==> src/sv/kmts_pkg.sv <==
`timescale 1ns / 1ps

package kmts_pkg;

    localparam int unsigned KEY_W  = 16;
    localparam int unsigned DATA_W = 16;
    localparam int unsigned OUT_W  = 8;

    // key positions in a scan word
    localparam int unsigned KEY_ESC = 1;
    localparam int unsigned KEY_ENT = 3;
    localparam int unsigned KEY_B1  = 5;
    localparam int unsigned KEY_B2  = 6;
    localparam int unsigned KEY_B3  = 7;
    localparam int unsigned KEY_B4  = 9;
    localparam int unsigned KEY_B5  = 10;

    // output level positions
    localparam int unsigned OB_SDOWN = 0;
    localparam int unsigned OB_SUP   = 1;
    localparam int unsigned OB_END   = 2;
    localparam int unsigned OB_CNT   = 3;
    localparam int unsigned OB_START = 4;
    localparam int unsigned OB_RED   = 5;
    localparam int unsigned OB_GREEN = 6;
    localparam int unsigned OB_YEL   = 7;

    // lamp patterns with the five outputs cleared
    localparam logic [OUT_W-1:0] LAMPS_RUN = 8'hC0;
    localparam logic [OUT_W-1:0] LAMPS_IO  = 8'hA0;
    localparam logic [OUT_W-1:0] LAMPS_OPT = 8'h60;
    localparam logic [OUT_W-1:0] FIVE_MASK = 8'h1F;

    localparam logic [DATA_W-1:0] SLACK_ON_RESET = 16'd20;
    localparam logic [DATA_W-1:0] START_ON_RESET = 16'd40;
    localparam logic [DATA_W-1:0] HOLD_RESET     = 16'd80;
    localparam logic [DATA_W-1:0] END_STOP_RESET = 16'd120;

    typedef enum logic [1:0] {
        MENU_NONE = 2'd0,
        MENU_RUN  = 2'd1,
        MENU_IO   = 2'd2,
        MENU_OPT  = 2'd3
    } menu_t;

    typedef enum logic [1:0] {
        CFG_SLACK_ON = 2'd0,
        CFG_START_ON = 2'd1,
        CFG_HOLD     = 2'd2,
        CFG_END_STOP = 2'd3
    } cfg_index_t;

    localparam logic ITEM_SCAN = 1'b0;
    localparam logic ITEM_TICK = 1'b1;

endpackage

==> src/sv/kmts_item_if.sv <==
`timescale 1ns / 1ps

interface kmts_item_if;
    logic                        valid;
    logic                        ready;
    logic                        mode;
    logic [kmts_pkg::KEY_W-1:0]  keys;

    modport source (output valid, output mode, output keys, input ready);
    modport sink   (input valid, input mode, input keys, output ready);
endinterface

==> src/sv/kmts_result_if.sv <==
`timescale 1ns / 1ps

interface kmts_result_if;
    logic                        valid;
    logic                        ready;
    logic                        slack_down;
    logic                        slack_up;
    logic                        end_stop;
    logic                        count_pulse;
    logic                        start_out;
    logic                        red_led;
    logic                        green_led;
    logic                        yellow_led;
    logic [1:0]                  menu_mode;
    logic                        running;
    logic [kmts_pkg::DATA_W-1:0] pulses_done;
    logic [kmts_pkg::KEY_W-1:0]  released_keys;

    modport source (
        output valid, output slack_down, output slack_up, output end_stop,
        output count_pulse, output start_out, output red_led, output green_led,
        output yellow_led, output menu_mode, output running, output pulses_done,
        output released_keys, input ready
    );
    modport sink (
        input valid, input slack_down, input slack_up, input end_stop,
        input count_pulse, input start_out, input red_led, input green_led,
        input yellow_led, input menu_mode, input running, input pulses_done,
        input released_keys, output ready
    );
endinterface

==> src/sv/kmts_cfg_if.sv <==
`timescale 1ns / 1ps

interface kmts_cfg_if;
    logic                        valid;
    logic                        ready;
    logic [1:0]                  index;
    logic [kmts_pkg::DATA_W-1:0] data;

    modport source (output valid, output index, output data, input ready);
    modport sink   (input valid, input index, input data, output ready);
endinterface

==> src/sv/keypad_menu_test_sequencer.sv <==
`timescale 1ns / 1ps
// a word is registered on entry and its result is registered in the result register,
// which takes it only when the result register is empty or its result is being taken
// throughput: one word per cycle while the result side keeps taking results; the menu and tick
// update is one pass of logic between the entry register and the result register
// reset: asynchronous active low; run mode, test stopped, counters zero, green and
// yellow lamps on, configuration back to 20/40/80/120
module keypad_menu_test_sequencer (
    input  logic            clk,
    input  logic            rst_n,
    kmts_item_if.sink       item,
    kmts_result_if.source   result,
    kmts_cfg_if.sink        cfg
);

    // configuration
    logic [kmts_pkg::DATA_W-1:0] slack_on_reg;
    logic [kmts_pkg::DATA_W-1:0] start_on_reg;
    logic [kmts_pkg::DATA_W-1:0] hold_reg;
    logic [kmts_pkg::DATA_W-1:0] end_stop_reg;

    // entry stage
    logic                        s1_valid_reg;
    logic                        s1_mode_reg;
    logic [kmts_pkg::KEY_W-1:0]  s1_keys_reg;

    // sequencer state
    logic [kmts_pkg::KEY_W-1:0]  prev_keys_reg;
    kmts_pkg::menu_t             menu_reg, menu_next;
    logic                        run_reg, run_next;
    logic                        counting_reg, counting_next;
    logic [kmts_pkg::DATA_W-1:0] tick_reg, tick_next;
    logic [kmts_pkg::DATA_W-1:0] tally_reg, tally_next;
    logic [kmts_pkg::OUT_W-1:0]  obits_reg, obits_next;
    logic [kmts_pkg::KEY_W-1:0]  released;

    // result stage
    logic                        res_valid_reg;
    logic [kmts_pkg::OUT_W-1:0]  res_obits_reg;
    kmts_pkg::menu_t             res_menu_reg;
    logic                        res_run_reg;
    logic [kmts_pkg::DATA_W-1:0] res_tally_reg;
    logic [kmts_pkg::KEY_W-1:0]  res_released_reg;

    logic                        fire;

    assign fire       = s1_valid_reg && (!res_valid_reg || result.ready);
    assign item.ready = !s1_valid_reg || fire;
    assign cfg.ready  = 1'b1;

    always_ff @(posedge clk or negedge rst_n)
    begin
        if (!rst_n)
        begin
            slack_on_reg <= kmts_pkg::SLACK_ON_RESET;
            start_on_reg <= kmts_pkg::START_ON_RESET;
            hold_reg     <= kmts_pkg::HOLD_RESET;
            end_stop_reg <= kmts_pkg::END_STOP_RESET;
        end
        else if (cfg.valid)
        begin
            unique case (kmts_pkg::cfg_index_t'(cfg.index))
                kmts_pkg::CFG_SLACK_ON: slack_on_reg <= cfg.data;
                kmts_pkg::CFG_START_ON: start_on_reg <= cfg.data;
                kmts_pkg::CFG_HOLD:     hold_reg     <= cfg.data;
                kmts_pkg::CFG_END_STOP: end_stop_reg <= cfg.data;
            endcase
        end
    end

    always_ff @(posedge clk or negedge rst_n)
    begin
        if (!rst_n)
        begin
            s1_valid_reg <= 1'b0;
        end
        else if (item.ready)
        begin
            s1_valid_reg <= item.valid;
        end
    end

    always_ff @(posedge clk)
    begin
        if (item.ready && item.valid)
        begin
            s1_mode_reg <= item.mode;
            s1_keys_reg <= item.keys;
        end
    end

    always_comb
    begin
        logic [kmts_pkg::KEY_W-1:0] ev;
        ev            = '0;
        released      = '0;
        menu_next     = menu_reg;
        run_next      = run_reg;
        counting_next = counting_reg;
        tick_next     = tick_reg;
        tally_next    = tally_reg;
        obits_next    = obits_reg;

        if (s1_mode_reg == kmts_pkg::ITEM_SCAN)
        begin
            released = prev_keys_reg & ~s1_keys_reg;
            ev       = released;
            unique case (menu_reg)
                kmts_pkg::MENU_RUN:
                begin
                    if (ev[kmts_pkg::KEY_B1])
                    begin
                        if (!run_reg)
                        begin
                            obits_next = obits_reg & ~kmts_pkg::FIVE_MASK;
                            tick_next  = '0;
                            tally_next = '0;
                            run_next   = 1'b1;
                        end
                        else
                        begin
                            obits_next = kmts_pkg::LAMPS_RUN;
                            run_next   = 1'b0;
                        end
                    end
                    // esc swallows the rest of this scan, so ent is ignored
                    if (!ev[kmts_pkg::KEY_ESC] && ev[kmts_pkg::KEY_ENT])
                    begin
                        run_next   = 1'b0;
                        obits_next = kmts_pkg::LAMPS_IO;
                        menu_next  = kmts_pkg::MENU_IO;
                    end
                end
                kmts_pkg::MENU_IO:
                begin
                    obits_next[kmts_pkg::OB_SDOWN] =
                        obits_reg[kmts_pkg::OB_SDOWN] ^ ev[kmts_pkg::KEY_B1];
                    obits_next[kmts_pkg::OB_SUP] =
                        obits_reg[kmts_pkg::OB_SUP] ^ ev[kmts_pkg::KEY_B2];
                    obits_next[kmts_pkg::OB_START] =
                        obits_reg[kmts_pkg::OB_START] ^ ev[kmts_pkg::KEY_B3];
                    obits_next[kmts_pkg::OB_CNT] =
                        obits_reg[kmts_pkg::OB_CNT] ^ ev[kmts_pkg::KEY_B4];
                    obits_next[kmts_pkg::OB_END] =
                        obits_reg[kmts_pkg::OB_END] ^ ev[kmts_pkg::KEY_B5];
                    priority if (ev[kmts_pkg::KEY_ESC])
                    begin
                        obits_next = kmts_pkg::LAMPS_RUN;
                        menu_next  = kmts_pkg::MENU_RUN;
                    end
                    else if (ev[kmts_pkg::KEY_ENT])
                    begin
                        obits_next = kmts_pkg::LAMPS_OPT;
                        menu_next  = kmts_pkg::MENU_OPT;
                    end
                end
                kmts_pkg::MENU_OPT:
                begin
                    if (ev[kmts_pkg::KEY_ESC])
                    begin
                        obits_next = kmts_pkg::LAMPS_IO;
                        menu_next  = kmts_pkg::MENU_IO;
                    end
                end
                kmts_pkg::MENU_NONE:
                begin
                    // unreachable menu code, scan only updates the previous keys
                end
            endcase
        end
        else if (run_reg)
        begin
            obits_next[kmts_pkg::OB_RED] = ~obits_reg[kmts_pkg::OB_RED];
            tick_next = tick_reg + 1'b1;
            if (tick_next == slack_on_reg)
            begin
                obits_next[kmts_pkg::OB_SDOWN] = 1'b1;
            end
            if (tick_next == start_on_reg)
            begin
                obits_next[kmts_pkg::OB_START] = 1'b1;
            end
            if (tick_next == end_stop_reg)
            begin
                obits_next[kmts_pkg::OB_END] = 1'b1;
                counting_next = 1'b1;
            end
            if (tick_next > hold_reg && counting_next)
            begin
                if (tick_next[1])
                begin
                    obits_next[kmts_pkg::OB_CNT] = 1'b1;
                end
                else
                begin
                    tally_next = tally_reg + 1'b1;
                    obits_next[kmts_pkg::OB_CNT] = 1'b0;
                end
            end
        end
    end

    always_ff @(posedge clk or negedge rst_n)
    begin
        if (!rst_n)
        begin
            prev_keys_reg <= '0;
            menu_reg      <= kmts_pkg::MENU_RUN;
            run_reg       <= 1'b0;
            counting_reg  <= 1'b0;
            tick_reg      <= '0;
            tally_reg     <= '0;
            obits_reg     <= kmts_pkg::LAMPS_RUN;
        end
        else if (fire)
        begin
            if (s1_mode_reg == kmts_pkg::ITEM_SCAN)
            begin
                prev_keys_reg <= s1_keys_reg;
            end
            menu_reg     <= menu_next;
            run_reg      <= run_next;
            counting_reg <= counting_next;
            tick_reg     <= tick_next;
            tally_reg    <= tally_next;
            obits_reg    <= obits_next;
        end
    end

    always_ff @(posedge clk or negedge rst_n)
    begin
        if (!rst_n)
        begin
            res_valid_reg <= 1'b0;
        end
        else if (fire)
        begin
            res_valid_reg <= 1'b1;
        end
        else if (result.ready)
        begin
            res_valid_reg <= 1'b0;
        end
    end

    always_ff @(posedge clk)
    begin
        if (fire)
        begin
            res_obits_reg    <= obits_next;
            res_menu_reg     <= menu_next;
            res_run_reg      <= run_next;
            res_tally_reg    <= tally_next;
            res_released_reg <= released;
        end
    end

    assign result.valid         = res_valid_reg;
    assign result.slack_down    = res_obits_reg[kmts_pkg::OB_SDOWN];
    assign result.slack_up      = res_obits_reg[kmts_pkg::OB_SUP];
    assign result.end_stop      = res_obits_reg[kmts_pkg::OB_END];
    assign result.count_pulse   = res_obits_reg[kmts_pkg::OB_CNT];
    assign result.start_out     = res_obits_reg[kmts_pkg::OB_START];
    assign result.red_led       = res_obits_reg[kmts_pkg::OB_RED];
    assign result.green_led     = res_obits_reg[kmts_pkg::OB_GREEN];
    assign result.yellow_led    = res_obits_reg[kmts_pkg::OB_YEL];
    assign result.menu_mode     = res_menu_reg;
    assign result.running       = res_run_reg;
    assign result.pulses_done   = res_tally_reg;
    assign result.released_keys = res_released_reg;

    // a test only runs in run mode
    a_run_in_run_mode: assert property (@(posedge clk) disable iff (!rst_n)
        run_reg |-> (menu_reg == kmts_pkg::MENU_RUN))
        else $error("test running outside run mode");

    // the unused menu code is never entered
    a_menu_code: assert property (@(posedge clk) disable iff (!rst_n)
        menu_reg != kmts_pkg::MENU_NONE)
        else $error("menu left the defined modes");

    // a stopped tick leaves the counters alone
    a_idle_tick: assert property (@(posedge clk) disable iff (!rst_n)
        (fire && s1_mode_reg == kmts_pkg::ITEM_TICK && !run_reg)
            |=> ($stable(tick_reg) && $stable(tally_reg) && $stable(obits_reg)))
        else $error("stopped tick changed state");

    // a tick reports no release edges
    a_tick_no_release: assert property (@(posedge clk) disable iff (!rst_n)
        (fire && s1_mode_reg == kmts_pkg::ITEM_TICK) |=> (res_released_reg == '0))
        else $error("tick reported released keys");

    // every processed word lands in the result register
    a_fire_result: assert property (@(posedge clk) disable iff (!rst_n)
        fire |=> res_valid_reg)
        else $error("processed word produced no result");

endmodule

==> src/flat_wrapper.sv <==
// flat-port wrapper written by rule: the top's interface ports become plain ports
module keypad_menu_test_sequencer_flat 
  (clk, rst_n, item_valid, item_mode, item_keys, item_ready, result_valid, result_slack_down, result_slack_up, result_end_stop, result_count_pulse, result_start_out, result_red_led, result_green_led, result_yellow_led, result_menu_mode, result_running, result_pulses_done, result_released_keys, result_ready, cfg_valid, cfg_index, cfg_data, cfg_ready);
  kmts_item_if item_i ();
  kmts_result_if result_i ();
  kmts_cfg_if cfg_i ();
  input  logic clk;
  input  logic rst_n;
  input wire logic [$bits(item_i.valid)-1:0] item_valid;
  input wire logic [$bits(item_i.mode)-1:0] item_mode;
  input wire logic [$bits(item_i.keys)-1:0] item_keys;
  output wire logic [$bits(item_i.ready)-1:0] item_ready;
  output wire logic [$bits(result_i.valid)-1:0] result_valid;
  output wire logic [$bits(result_i.slack_down)-1:0] result_slack_down;
  output wire logic [$bits(result_i.slack_up)-1:0] result_slack_up;
  output wire logic [$bits(result_i.end_stop)-1:0] result_end_stop;
  output wire logic [$bits(result_i.count_pulse)-1:0] result_count_pulse;
  output wire logic [$bits(result_i.start_out)-1:0] result_start_out;
  output wire logic [$bits(result_i.red_led)-1:0] result_red_led;
  output wire logic [$bits(result_i.green_led)-1:0] result_green_led;
  output wire logic [$bits(result_i.yellow_led)-1:0] result_yellow_led;
  output wire logic [$bits(result_i.menu_mode)-1:0] result_menu_mode;
  output wire logic [$bits(result_i.running)-1:0] result_running;
  output wire logic [$bits(result_i.pulses_done)-1:0] result_pulses_done;
  output wire logic [$bits(result_i.released_keys)-1:0] result_released_keys;
  input wire logic [$bits(result_i.ready)-1:0] result_ready;
  input wire logic [$bits(cfg_i.valid)-1:0] cfg_valid;
  input wire logic [$bits(cfg_i.index)-1:0] cfg_index;
  input wire logic [$bits(cfg_i.data)-1:0] cfg_data;
  output wire logic [$bits(cfg_i.ready)-1:0] cfg_ready;
  assign item_i.valid = item_valid;
  assign item_i.mode = item_mode;
  assign item_i.keys = item_keys;
  assign item_ready = item_i.ready;
  assign result_valid = result_i.valid;
  assign result_slack_down = result_i.slack_down;
  assign result_slack_up = result_i.slack_up;
  assign result_end_stop = result_i.end_stop;
  assign result_count_pulse = result_i.count_pulse;
  assign result_start_out = result_i.start_out;
  assign result_red_led = result_i.red_led;
  assign result_green_led = result_i.green_led;
  assign result_yellow_led = result_i.yellow_led;
  assign result_menu_mode = result_i.menu_mode;
  assign result_running = result_i.running;
  assign result_pulses_done = result_i.pulses_done;
  assign result_released_keys = result_i.released_keys;
  assign result_i.ready = result_ready;
  assign cfg_i.valid = cfg_valid;
  assign cfg_i.index = cfg_index;
  assign cfg_i.data = cfg_data;
  assign cfg_ready = cfg_i.ready;
  keypad_menu_test_sequencer u_core (.clk(clk), .rst_n(rst_n), .item(item_i), .result(result_i), .cfg(cfg_i));
endmodule
==> config.mk <==
export PLATFORM = sky130hd
export DESIGN_NAME = keypad_menu_test_sequencer_flat
export DESIGN_NICKNAME = d
export VERILOG_FILES = /design/src/sv/kmts_pkg.sv /design/src/sv/kmts_item_if.sv /design/src/sv/kmts_result_if.sv /design/src/sv/kmts_cfg_if.sv /design/src/sv/keypad_menu_test_sequencer.sv /design/src/flat_wrapper.sv
export SDC_FILE = /design/constraint.sdc
export NUM_CORES = 1
export LEC_CHECK = 0
export ABC_AREA = 1
export BUFFER_PORTS_ARGS = -buffer_cell sky130_fd_sc_hd__buf_2
export CORE_MARGIN = 3
export CORE_UTILIZATION = 32
export DETAILED_ROUTE_END_ITERATION = 12
export GPL_TIMING_DRIVEN = 0
export PLACE_DENSITY = 0.54
export SLEW_MARGIN = 15
export SYNTH_ARGS = -nofsm -noshare
export SYNTH_HDL_FRONTEND = slang
export SYNTH_SLANG_ARGS = --single-unit
==> constraint.sdc <==
create_clock -name clk -period 8.4 [get_ports clk]
set_input_delay 1.68 -clock clk [delete_from_list [all_inputs] [get_ports clk]]
set_output_delay 1.68 -clock clk [all_outputs]
set_load 0.01 [all_outputs]
# Word level (Yosys, flattened, before mapping)
# Index checks and enable logic that the tools add are counted.
[totals]
in_bits = 40
regBits = 186
[op_classes]
order_cmp = 1
n_mux = 46
reduce_logical = 20
addsub = 2
eq_ne = 11
n_bitwise = 9
[ops]
columns = ["operator", "n"]
rows = [
  ["16-bit two-way mux", 12],
  ["16-bit equality test", 3],
  ["8-bit two-way mux", 6],
  ["16-bit by 1-bit adder with 16-bit output (second input constant)", 2],
  ["8-bit one-hot mux with 3 select lines", 1],
  ["1-bit two-way mux", 18],
  ["16-bit AND", 1],
  ["16-bit greater-than comparator", 1],
  ["16-bit NOT", 1],
  ["2-bit two-way mux", 6],
  ["2-bit AND reduction", 5],
  ["2-bit equality test (second input constant)", 4],
  ["4-bit two-way mux", 2],
  ["2-bit one-hot mux with 3 select lines", 1],
  ["2-bit nonzero test", 3],
  ["5-bit AND reduction", 1],
  ["1-bit bitwise XOR", 5],
  ["2-bit by 1-bit equality test with 1-bit output (second input constant)", 2],
  ["1-bit logical AND", 4],
  ["1-bit zero test", 3],
  ["3-bit AND reduction", 1],
  ["2-bit zero test", 1],
  ["1-bit logical OR", 2],
  ["2-bit by 1-bit != test with 1-bit output (second input constant)", 1],
  ["other kinds (2)", 3],
]

# Depth between registers and ports, before layout
# Gate-level depths: netlist of the first run.
[depth]
depth_word = 9
depth_mapped = 22

# Least setup slack after synthesis of the first run
# Ideal clock, no wire load.
[synth_timing]
path_kind = "input-to-output"
from = "in result_ready"
to = "out item_ready"
required_time_ns = 6.720
path_stages = 2
arrival_time_ns = 1.864
slack_ns = 4.856
path_buffers = 0
path_cell_list = "inv_1 nand3_1"
[synth_via]
elab_chain_len = 3
[synth_lines]
columns = ["item", "line", "text"]
rows = [
  ["start: declaration", "flat_wrapper.sv:26", "input wire logic [$bits(result_i.ready)-1:0] result_ready;"],
  ["1-bit logical OR", "keypad_menu_test_sequencer.sv:47", "assign fire = s1_valid_reg && (!res_valid_reg || result.ready);"],
  ["1-bit logical AND", "keypad_menu_test_sequencer.sv:47", ""],
  ["1-bit logical OR", "keypad_menu_test_sequencer.sv:48", "assign item.ready = !s1_valid_reg || fire;"],
  ["end: declaration", "flat_wrapper.sv:12", "output wire logic [$bits(item_i.ready)-1:0] item_ready;"],
]
# No other way between the ends.

# Worst setup path in the final report of the first run
[layout_timing]
from = "reg u_core.tick_reg[0] in the netlist's numbering"
to = "reg u_core.res_tally_reg (netlist bit u_core.result.pulses_done[9]), data pin"
[layout_via]
elab_chain_len = 9
word_cells_on_any_way = 11
cone_classes = "1 x add/sub; 1 x order compare; 1 x eq/ne; 7 x mux; 1 x reduce/logical"
[layout_lines]
columns = ["item", "line", "text"]
rows = [
  ["start: declaration", "keypad_menu_test_sequencer.sv:32", "logic [kmts_pkg::DATA_W-1:0] tick_reg, tick_next;"],
  ["start signal: assignment", "keypad_menu_test_sequencer.sv:224", "tick_reg <= tick_next;"],
  ["16-bit by 1-bit adder with 16-bit output (*)", "keypad_menu_test_sequencer.sv:174", "tick_next = tick_reg + 1'b1;"],
  ["parallel branches: the longest is 5 deep, another holds 16-bit greater-than comparator", "--", ""],
  ["16-bit two-way mux (*)", "keypad_menu_test_sequencer.sv:188", "if (tick_next > hold_reg && counting_next)"],
  ["16-bit two-way mux (*)", "keypad_menu_test_sequencer.sv:171", "else if (run_reg)"],
  ["16-bit two-way mux (*)", "keypad_menu_test_sequencer.sv:104", "if (s1_mode_reg == kmts_pkg::ITEM_SCAN)"],
  ["via u_core.tally_next (one bit)", "keypad_menu_test_sequencer.sv:33", "logic [kmts_pkg::DATA_W-1:0] tally_reg, tally_next;"],
  ["end signal: assignment", "keypad_menu_test_sequencer.sv:253", "res_tally_reg <= tally_next;"],
  ["end: declaration", "keypad_menu_test_sequencer.sv:42", "logic [kmts_pkg::DATA_W-1:0] res_tally_reg;"],
]
# Mark *: on every way through the listed nets, which the timed path passes. The select of a mux whose other input is x is not followed.
# A chain may end at the register's enable or synchronous reset.

==> run_results.csv, run 1 <==
group,metric,value,unit
global_route,antenna_found_initial,0,
critical_path,worstPathCellList,"ha_1 -> nand3_1 -> nor2_1 -> nand4_1 -> nand2_1 -> inv_1 -> ha_1 -> nand4_1 -> nor3_1 -> nand2_1 -> o211ai_1 -> nand2_1 -> nor2_1 -> nand2_1 -> nor2_1 -> nand3_1 -> and2_1",
cts,ctsResizeCount,0,
critical_path,startpoint_type,"flip-flop",
placement,gp_congestion,0.817,
synthesis,ys_ff_latch,186,
critical_path,end_kind,"flip-flop",
timing,relSlewSlack,52.8,%
detailed_routing,wire_per_inst,14.6,um
cts,cts_tree,"built",
critical_path,timing.rr.start,"u_core.tick_reg[0]",
detailed_routing,dr_total_vias,7365,
critical_path,critPathBufInv,1,
synthesis,ys_top_cells_by_area,"dfrtp_1, edfxtp_1, nand2_1, o21ai_0, inv_1",
synthesis,synth_top_area_cell,"dfrtp_1",
layout,syn_to_final_growth,16.5,%
synthesis,synth_nets,1126,
placement,portBuffers,84,
global_route,grt_pass1_vias,7098,
floorplan,dieArea,30600,um2
detailed_routing,routed_via_density,4.72,
timing,final.setup.tns,0,ps
layout,nets,1230,
worst_hold_path,worstHoldPathType,"flip-flop to flip-flop",
synthesis,ys_warn_count,0,
timing,period_minus_slack,4180,ps
global_route,overflow,0,
pwr,total_leakage_power,4.99,nW
cts,clock_sinks,186,
job,drv_cap,0,
timing,fmax,239,MHz
layout,fillers,2926,
synthesis,yosysUniqueCellTypes,46,
cts,clk_latency,430,ps
cts,cts_buffers,17,
timing,finalMaxSlewViolations,0,
synthesis,synth_commonest_cells,"nand2_1, inv_1, dfrtp_1",
synthesis,synthesis.instances,1066,
critical_path,cp_max_fo,8,
critical_path,rr_worst_depth,17,
pwr,max-vdd-ir-drop,0.130,mV
pwr,pwr_density_cell,280,nW/um2
layout,num_antenna_cells,0,
placement,dpl.hpwl,17000,um
floorplan,dieWidth,175,um
global_route,grt_use_met2,25.0,%
detailed_routing,drt.antenna.violating_nets,0,
detailed_routing,dr.pass1.iters,5,
global_route,grt_use_met3,2.85,%
synthesis,async_flop_share,67.7,%
critical_path,cpPeakStageDelay,570,ps
critical_path,worstSetupPathType,"flip-flop to flip-flop",
cts,htreeDepth,4,
worst_hold_path,min_path_cells,2,
floorplan,dieHeight,175,um
floorplan,core_area,27900,um2
critical_path,r2r-end,"u_core.result.pulses_done[9]",
critical_path,r2r_slack,4220,ps
critical_path,arrival,4370,ps
critical_path,slowest_stage,"dfrtp_1",
timing,whs,487,ps
floorplan,io-pin-count,86,
synthesis,yosys_most_used_dff,"dfrtp_1",
floorplan,num_rows,61,
synthesis,synth_seq_area_share,54.4,%
outcome,status,"complete, no violations",
synthesis,synth-edff-count,60,
global_route,grtUsageTotal,15.3,%
timing,rsz0062_at_grt,"no",
critical_path,worst_ep_required_time,8580,ps
cts,holdBufCountCts,0,
critical_path,crit_top_cell,"nand2_1",
synthesis,netlist_area,9140,um2
cts,cts_max_path_buffers,2,
timing,setup_viol,0,
global_route,grt_max_degree,70,
critical_path,critPathTopFamily,"simple AND/OR/NAND/NOR gates",
worst_hold_path,min_to,"u_core.counting_reg",
timing,hold_viol,0,
floorplan,start_util,32.7,%
timing,fin_crit_sh,49.8,%
worst_hold_path,holdCritStartpoint,"u_core.counting_reg",
timing,fin_skew,8.89,ps
synthesis,syn_avg_cell_area,8.58,um2
detailed_routing,first_iter_violations,535,
layout,drive_gt1_share,13.5,%
global_route,busiest_layer,"met2",
detailed_routing,drt-total-wl,22900,um
detailed_routing,drc,0,
cts,postCtsSetupRepairBufs,0,
cts,cts_root_buf,"clkbuf_16",
cts,clkTransAtPathRegs,70,ps
global_route,grt_pass1_wl,37200,um
timing,tightestPinTransition,707,ps
synthesis,yosysMostFrequentCell,"nand2_1",
synthesis,synth_top_area_share,30.9,%
global_route,met1_usage,21.0,%
[through the flow]
step | cells | setup WS [ps] | area [um2] | total power [mW] | util [%]
after floorplan | 1066 | 4860 | 9140 | 1.89 | -
after global placement | 1528 | 3780 | 10000 | 2.18 | 35.9
after detailed placement | 1529 | 4220 | 10100 | 2.20 | 36.1
after CTS | 1561 | 4180 | 10600 | 3.01 | 38.1
after global routing | 1561 | 3840 | 10700 | 3.20 | 38.1
final | 1561 | 4220 | 10700 | 2.98 | 38.1
[per-layer routing]
metal  vias to the layer above  wire length (um)  part of all wire, %
met3                        23               899                  3.9
li1                       3714                 -                    -
met2                       152             10700                   47
met5                         -                 0                    0
met1                      3476             10900                   48
met4                         0               322                  1.4
[final cells by class]
type	count	area (um2)	share of cell area, %
buffer	29	125	1.17
clock buffer	19	475	4.46
clock inverter	13	100	0.940
inverter	142	533	5.00
multi-input combinational	709	3520	33.0
sequential	186	4970	46.7
tap	378	473	4.44
timing repair buffer	85	458	4.30
[kinds of logic after synthesis]
logic type | after synthesis | share of synthesized area (%)
other | 1 | 0.0410
flip-flops | 186 | 54.4
adder cells (fa/ha/maj) | 20 | 2.74
XOR/XNOR | 22 | 2.11
buffers and inverters | 171 | 7.17
AO/OA/AOI/OAI | 169 | 10.0
AND/OR/NAND/NOR | 497 | 23.5
[cells in the final DEF (no fill, tap or decap), types with 20 or more instances in the layout]
master,count
inv_1,134
o21ai_0,110
ha_1,20
nor2_1,52
nand4_1,23
nand2_1,301
nand3_1,66
dfrtp_1,113
clkbuf_1,22
buf_2,84
edfxtp_1,60
nor3_1,23
[worst register-to-register path: stages (launching register included)]
cell	delay [ps]
dfrtp_1	570
ha_1	270
nand3_1	170
nor2_1	320
nand4_1	170
nand2_1	220
inv_1	80
ha_1	290
nand4_1	130
nor3_1	230
nand2_1	90
o211ai_1	320
nand2_1	290
nor2_1	280
nand2_1	130
nor2_1	110
nand3_1	90
and2_1	170
[power by group]
group	total, mW	internal (mW)	switching (mW)
clock network	0.797	0.420	0.377
logic	0.910	0.309	0.601
registers	1.27	1.14	0.128
[worst max-delay path by stage]
stage	cells after the start	startpoint	slack, ps	end
2_1_floorplan	2	result_ready	4860	item_ready
3_3_place_gp	1	rst_n	3780	u_core.menu_reg[1]
3_5_place_dp	17	u_core.tick_reg[0]	4220	u_core.result.pulses_done[9]
4_1_cts	17	u_core.tick_reg[0]	4180	u_core.result.pulses_done[9]
5_1_grt	17	u_core.tick_reg[0]	3840	u_core.result.pulses_done[9]
6_report	17	u_core.tick_reg[0]	4220	u_core.result.pulses_done[9]
Power figures use the tool's default switching activity.
==> run 2, diff against run 1 <==
Settings changed: PLACE_DENSITY 0.54 to 0.56.
Clock period 8.4 ns to 3.65 ns, I/O delays scaled along.
==> run 2 against run 1 <==
Net effect: clock-buffer cell count up 4; cell area increased by 0.55%; die area is the same; core utilization increased by 0.21 points; non-clock buffer count up 8; critical path type unchanged; highest routed layer unchanged.
==> run_results.csv, run 2 (synthesized netlist as in run 1, its figures left out) <==
group,metric,value,unit
timing,period_minus_slack,3380,ps
floorplan,start_util,32.7,%
detailed_routing,drt-total-wl,23000,um
cts,cts_max_path_buffers,2,
placement,dpl.hpwl,17000,um
pwr,max-vdd-ir-drop,0.288,mV
detailed_routing,wl_met2,10800,um
floorplan,dieWidth,175,um
layout,drive_gt1_share,14.6,%
detailed_routing,wire_per_inst,14.6,um
layout,syn_to_final_growth,17.1,%
cts,cts_tree,"built",
global_route,antenna_found_initial,0,
timing,setup_ws,271,ps
floorplan,num_rows,61,
detailed_routing,wl_met1,10900,um
cts,holdBufCountCts,0,
timing,fmax,296,MHz
critical_path,r2r_slack,270,ps
floorplan,io-pin-count,86,
detailed_routing,drc,0,
critical_path,cp_max_fo,5,
job,drv_cap,0,
timing,tightestPinTransition,736,ps
layout,most-common-layout-cells,"nand2_1, inv_1, dfrtp_1, o21ai_0, buf_2",
cts,cts_buffers,17,
timing,relSlewSlack,50.9,%
global_route,grt_pass1_vias,7083,
layout,final_common_cell,"nand2_1",
detailed_routing,route.met3.wl,829,um
critical_path,rr_worst_depth,18,
critical_path,worstSetupPathType,"flip-flop to flip-flop",
critical_path,arrival,3550,ps
cts,clk_latency,430,ps
global_route,grt_max_degree,77,
timing,hold_viol,0,
timing,fin_crit_sh,92.6,%
layout,num_antenna_cells,0,
detailed_routing,top_layer_used,"met4",
global_route,overflow,0,
cts,clkTransAtPathRegs,70,ps
critical_path,timing.rr.start,"u_core.tick_reg[1]",
detailed_routing,drt.antenna.violating_nets,0,
pwr,power,6.81,mW
pwr,pwr_density_cell,636,nW/um2
timing,finalMaxSlewViolations,0,
floorplan,core_area,27900,um2
floorplan,dieArea,30600,um2
critical_path,startpoint_type,"flip-flop",
detailed_routing,routed_via_density,4.72,
critical_path,end_kind,"flip-flop",
timing,setup_viol,0,
timing,fin_skew,14.1,ps
placement,gp_congestion,0.809,
cts,htreeDepth,4,
detailed_routing,dr.pass1.iters,5,
critical_path,r2r-end,"u_core.result.pulses_done[9]",
outcome,status,"complete, no violations",
detailed_routing,dr_total_vias,7399,
timing,final.setup.tns,0,ps
cts,cts_root_buf,"clkbuf_16",
placement,portBuffers,84,
layout,nets,1238,
detailed_routing,first_iter_violations,478,
floorplan,dieHeight,175,um
worst_hold_path,worstHoldPathType,"input pin to async pin",
global_route,grt_pass1_wl,37000,um
cts,clock_sinks,186,
pwr,total_leakage_power,5.01,nW
global_route,grtUsageTotal,15.2,%
layout,postLayoutCoreUtil,38.3,%
critical_path,worst_ep_required_time,3820,ps
placement,place_ws,-554,ps
## run 2: cell count changes in the layout (fill, tap and decap cells not counted), moves of 3 or more
| cell | delta |
|---|---|
| buf_4 | +8 |
| nand2_2 | +3 |
| inv_6 | -6 |
| nand2_1 | -3 |
| clkbuf_1 | +4 |
## run 2: worst max-delay path, stage by stage, from the launching register on
cell	delay, ps
dfrtp_1	400
ha_2	220
nand2_1	120
nor2_4	190
nand2_1	110
clkinv_1	70
nand3_1	90
nand2_2	140
inv_1	70
ha_1	280
nand4_1	130
nor3_2	220
buf_4	140
nand3_1	250
nand2_2	270
nor2_4	60
nand4_1	100
nand2_1	80
and2_1	190
## run 2: layer usage
layer / vias up / global-route usage [%]
li1: 3727 / -
met1: 3503 / 21.0
met2: 143 / 24.8
met3: 26 / 2.35
met4: 0 / 4.52
met5: - / 0
## run 2: worst max path at each step
stage                                              end  depth (start not counted)                from
final                     u_core.result.pulses_done[9]                         18  u_core.tick_reg[1]
after global routing      u_core.result.pulses_done[9]                         19  u_core.tick_reg[1]
after CTS                 u_core.result.pulses_done[9]                         18  u_core.tick_reg[1]
after detailed placement  u_core.result.pulses_done[9]                         17  u_core.tick_reg[0]
after global placement    u_core.result.pulses_done[9]                         17  u_core.tick_reg[0]
after floorplan           u_core.result.pulses_done[9]                         17  u_core.tick_reg[0]
## run 2: power breakdown
group,leakage (nW),total [mW],switching (mW),internal (mW)
Clock,0.262,1.73,0.814,0.914
Combinational,2.58,2.17,1.42,0.750
Sequential,2.17,2.91,0.281,2.63
Total,5.01,6.81,2.51,4.30
## run 2: final cells by class
| type | instances | area, um2 |
|---|---|---|
| fillers | 2938 | 17200 |
| flip-flops and latches | 186 | 4970 |
| multi-input cells | 709 | 3560 |
| inverters | 142 | 533 |
| repair buffers | 93 | 518 |
| well taps | 378 | 473 |
| clock buffers | 23 | 468 |
| plain buffers | 29 | 125 |
| clock inverters | 9 | 65.1 |
## run 2: through the flow
step / instance area, um2 / std cells / hold slack, ps
after CTS: 10600 / 1563 / 202
final: 10700 / 1569 / 206
after global routing: 10700 / 1569 / 216
after global placement: 10000 / 1528 / 463
after detailed placement: 10100 / 1529 / 472
after floorplan: 9140 / 1066 / 434
## run 2: what timing repair did
action / 4_1_cts / 5_1_grt
pin swaps: 0 / 4
buffers inserted: 2 / 6
resized for setup: 4 / 8
endpoints found under the setup margin: 34 / 8
==> run 3, diff against run 2 <==
Settings changed: CELL_PAD_IN_SITES_DETAIL_PLACEMENT set to 0, CELL_PAD_IN_SITES_GLOBAL_PLACEMENT set to 2, PLACE_DENSITY 0.56 to 0.8.
==> run 3 against run 2 <==
Net effect: fmax shrank 0.78%; final cell count barely moved; critical endpoint is now u_core.result.pulses_done[14]; first-iteration DRC count up 13%; global-route usage grew 0.67 points; critical path depth up 3; core utilization up 0.47 points; wire length increased by 2.3%; sequential share of layout area decreased by 0.54 points; highest routed layer unchanged; combinational power is 2% higher; register-to-register slack got worse by 30 ps; clock skew up 1.1 ps; sequential power about the same.
==> run_results.csv, run 3 (synthesized netlist as in run 1, its figures left out) <==
group,metric,value,unit
outcome,status,"complete, no violations",
floorplan,io-pin-count,86,
global_route,grt_pass1_wl,38700,um
global_route,overflow,0,
cts,cts_buffers,17,
timing,final.setup.tns,0,ps
detailed_routing,dr.pass1.iters,5,
cts,clk_latency,440,ps
floorplan,dieArea,30600,um2
layout,final_common_cell,"nand2_1",
cts,cts_root_buf,"clkbuf_16",
timing,fmax,294,MHz
timing,fin_skew,15.2,ps
job,drv_cap,0,
cts,htreeDepth,4,
timing,setup_viol,0,
floorplan,start_util,32.7,%
layout,nets,1237,
global_route,grtUsageTotal,15.9,%
cts,cts_max_path_buffers,2,
layout,postLayoutCoreUtil,38.8,%
detailed_routing,wire_per_inst,15.0,um
worst_hold_path,worstHoldPathType,"input pin to async pin",
layout,syn_to_final_growth,18.6,%
detailed_routing,drc,0,
floorplan,dieWidth,175,um
timing,rsz0062_at_grt,"no",
timing,finalMaxSlewViolations,0,
floorplan,core_area,27900,um2
critical_path,setup.worst_path.start,"u_core.tick_reg[0]",
critical_path,timing.rr.start,"u_core.tick_reg[0]",
timing,relSlewSlack,50.3,%
pwr,pwr_density_cell,662,nW/um2
critical_path,worst_ep_required_time,3850,ps
floorplan,num_rows,61,
global_route,grt_pass1_vias,7247,
timing,fin_crit_sh,93.3,%
timing,tightestPinTransition,744,ps
detailed_routing,drt-total-wl,23500,um
detailed_routing,first_iter_violations,538,
layout,num_antenna_cells,0,
detailed_routing,dr_total_vias,7323,
placement,gp_congestion,0.801,
pwr,total_leakage_power,5.06,nW
layout,drive_gt1_share,15.2,%
timing,whs,215,ps
placement,dpl.hpwl,17600,um
timing,hold_viol,0,
cts,clkTransAtPathRegs,80,ps
pwr,max-vdd-ir-drop,0.355,mV
global_route,antenna_found_initial,0,
floorplan,dieHeight,175,um
cts,clock_sinks,186,
detailed_routing,drt.antenna.violating_nets,0,
critical_path,cp_max_fo,7,
placement,portBuffers,84,
global_route,grt_max_degree,73,
cts,cts_tree,"built",
critical_path,startpoint_type,"flip-flop",
cts,holdBufCountCts,0,
critical_path,arrival,3610,ps
critical_path,worstSetupPathType,"flip-flop to flip-flop",
critical_path,end_kind,"flip-flop",
detailed_routing,routed_via_density,4.67,
layout,most-common-layout-cells,"nand2_1, inv_1, o21ai_0, dfrtp_1, buf_2",
timing,period_minus_slack,3410,ps
run 3: cell count changes in the layout (fill, tap and decap cells not counted), sizes merged:
cell      previous run  this run
inv                141       151
clkinvlp             1         0
buf                100        99
clkbuf              45        39
clkinv               9         6
run 3: where the power goes:
group          total [mW]  internal, mW  leakage [nW]  switching [mW]
registers            2.92          2.63          2.16           0.288
logic                2.22         0.789          2.58            1.43
clock network        2.03         0.988         0.316            1.05
total                7.18          4.41          5.06            2.77
run 3: final cells by class:
| cell class | instances | area [um2] |
|---|---|---|
| buffer | 29 | 125 |
| clock buffer | 17 | 425 |
| clock inverter | 15 | 228 |
| fill | 2909 | 17100 |
| inverter | 142 | 533 |
| multi-input combinational | 709 | 3570 |
| sequential | 186 | 4970 |
| tap | 378 | 473 |
| timing repair buffer | 92 | 510 |
run 3: metrics by stage:
stage	std cells	total power, mW	instance area (um2)	setup slack, ps
after floorplan	1066	4.35	9140	571
after global placement	1528	5.05	10000	-756
after detailed placement	1529	5.08	10100	-719
after CTS	1563	7.18	10800	3.54
after global routing	1568	7.71	10800	13.7
final	1568	7.18	10800	245
run 3: what timing repair did:
action | in CTS | in global routing
setup buffers | 2 | 5
gates resized for setup | 6 | 12
pin swaps | 0 | 4
endpoints found under the setup margin | 34 | 33
run 3: worst max-delay path: stages, from the launching register on:
cell and delay, ps:
dfrtp_2 420, ha_4 170, nand2_2 80, nor2_4 200, nand2_1 120, clkinv_1 70
nand3_1 100, nand2_2 140, inv_1 60, ha_1 270, nand4_1 150, nor3_2 260
nand2_1 90, o211ai_1 90, buf_4 180, buf_4 130, nand4_1 130, inv_1 110
nand2_1 70, inv_1 70, nand4_1 90, and2_1 150
run 3: metal layers:
layer  vias up  GRT usage, %  share of wire, %
met5         -             0                 0
met2       127          25.4                46
met4         0          3.56               1.2
met3        21          2.35               3.2
met1      3429          22.9                50
li1       3746             -                 -
run 3: worst paths after layout:
kind / cells after the start / slack, ps / to
worst min-delay path: 1 / 220 / u_core.tick_reg[15]
max in group asynchronous: 2 / 2670 / u_core.hold_reg[4]
min in group clk: 1 / 450 / u_core.s1_keys_reg[15]
worst max-delay path: 21 / 240 / u_core.result.pulses_done[14]
worst min register to register: 2 / 490 / u_core.obits_reg[7]
worst max register to register: 21 / 240 / u_core.result.pulses_done[14]
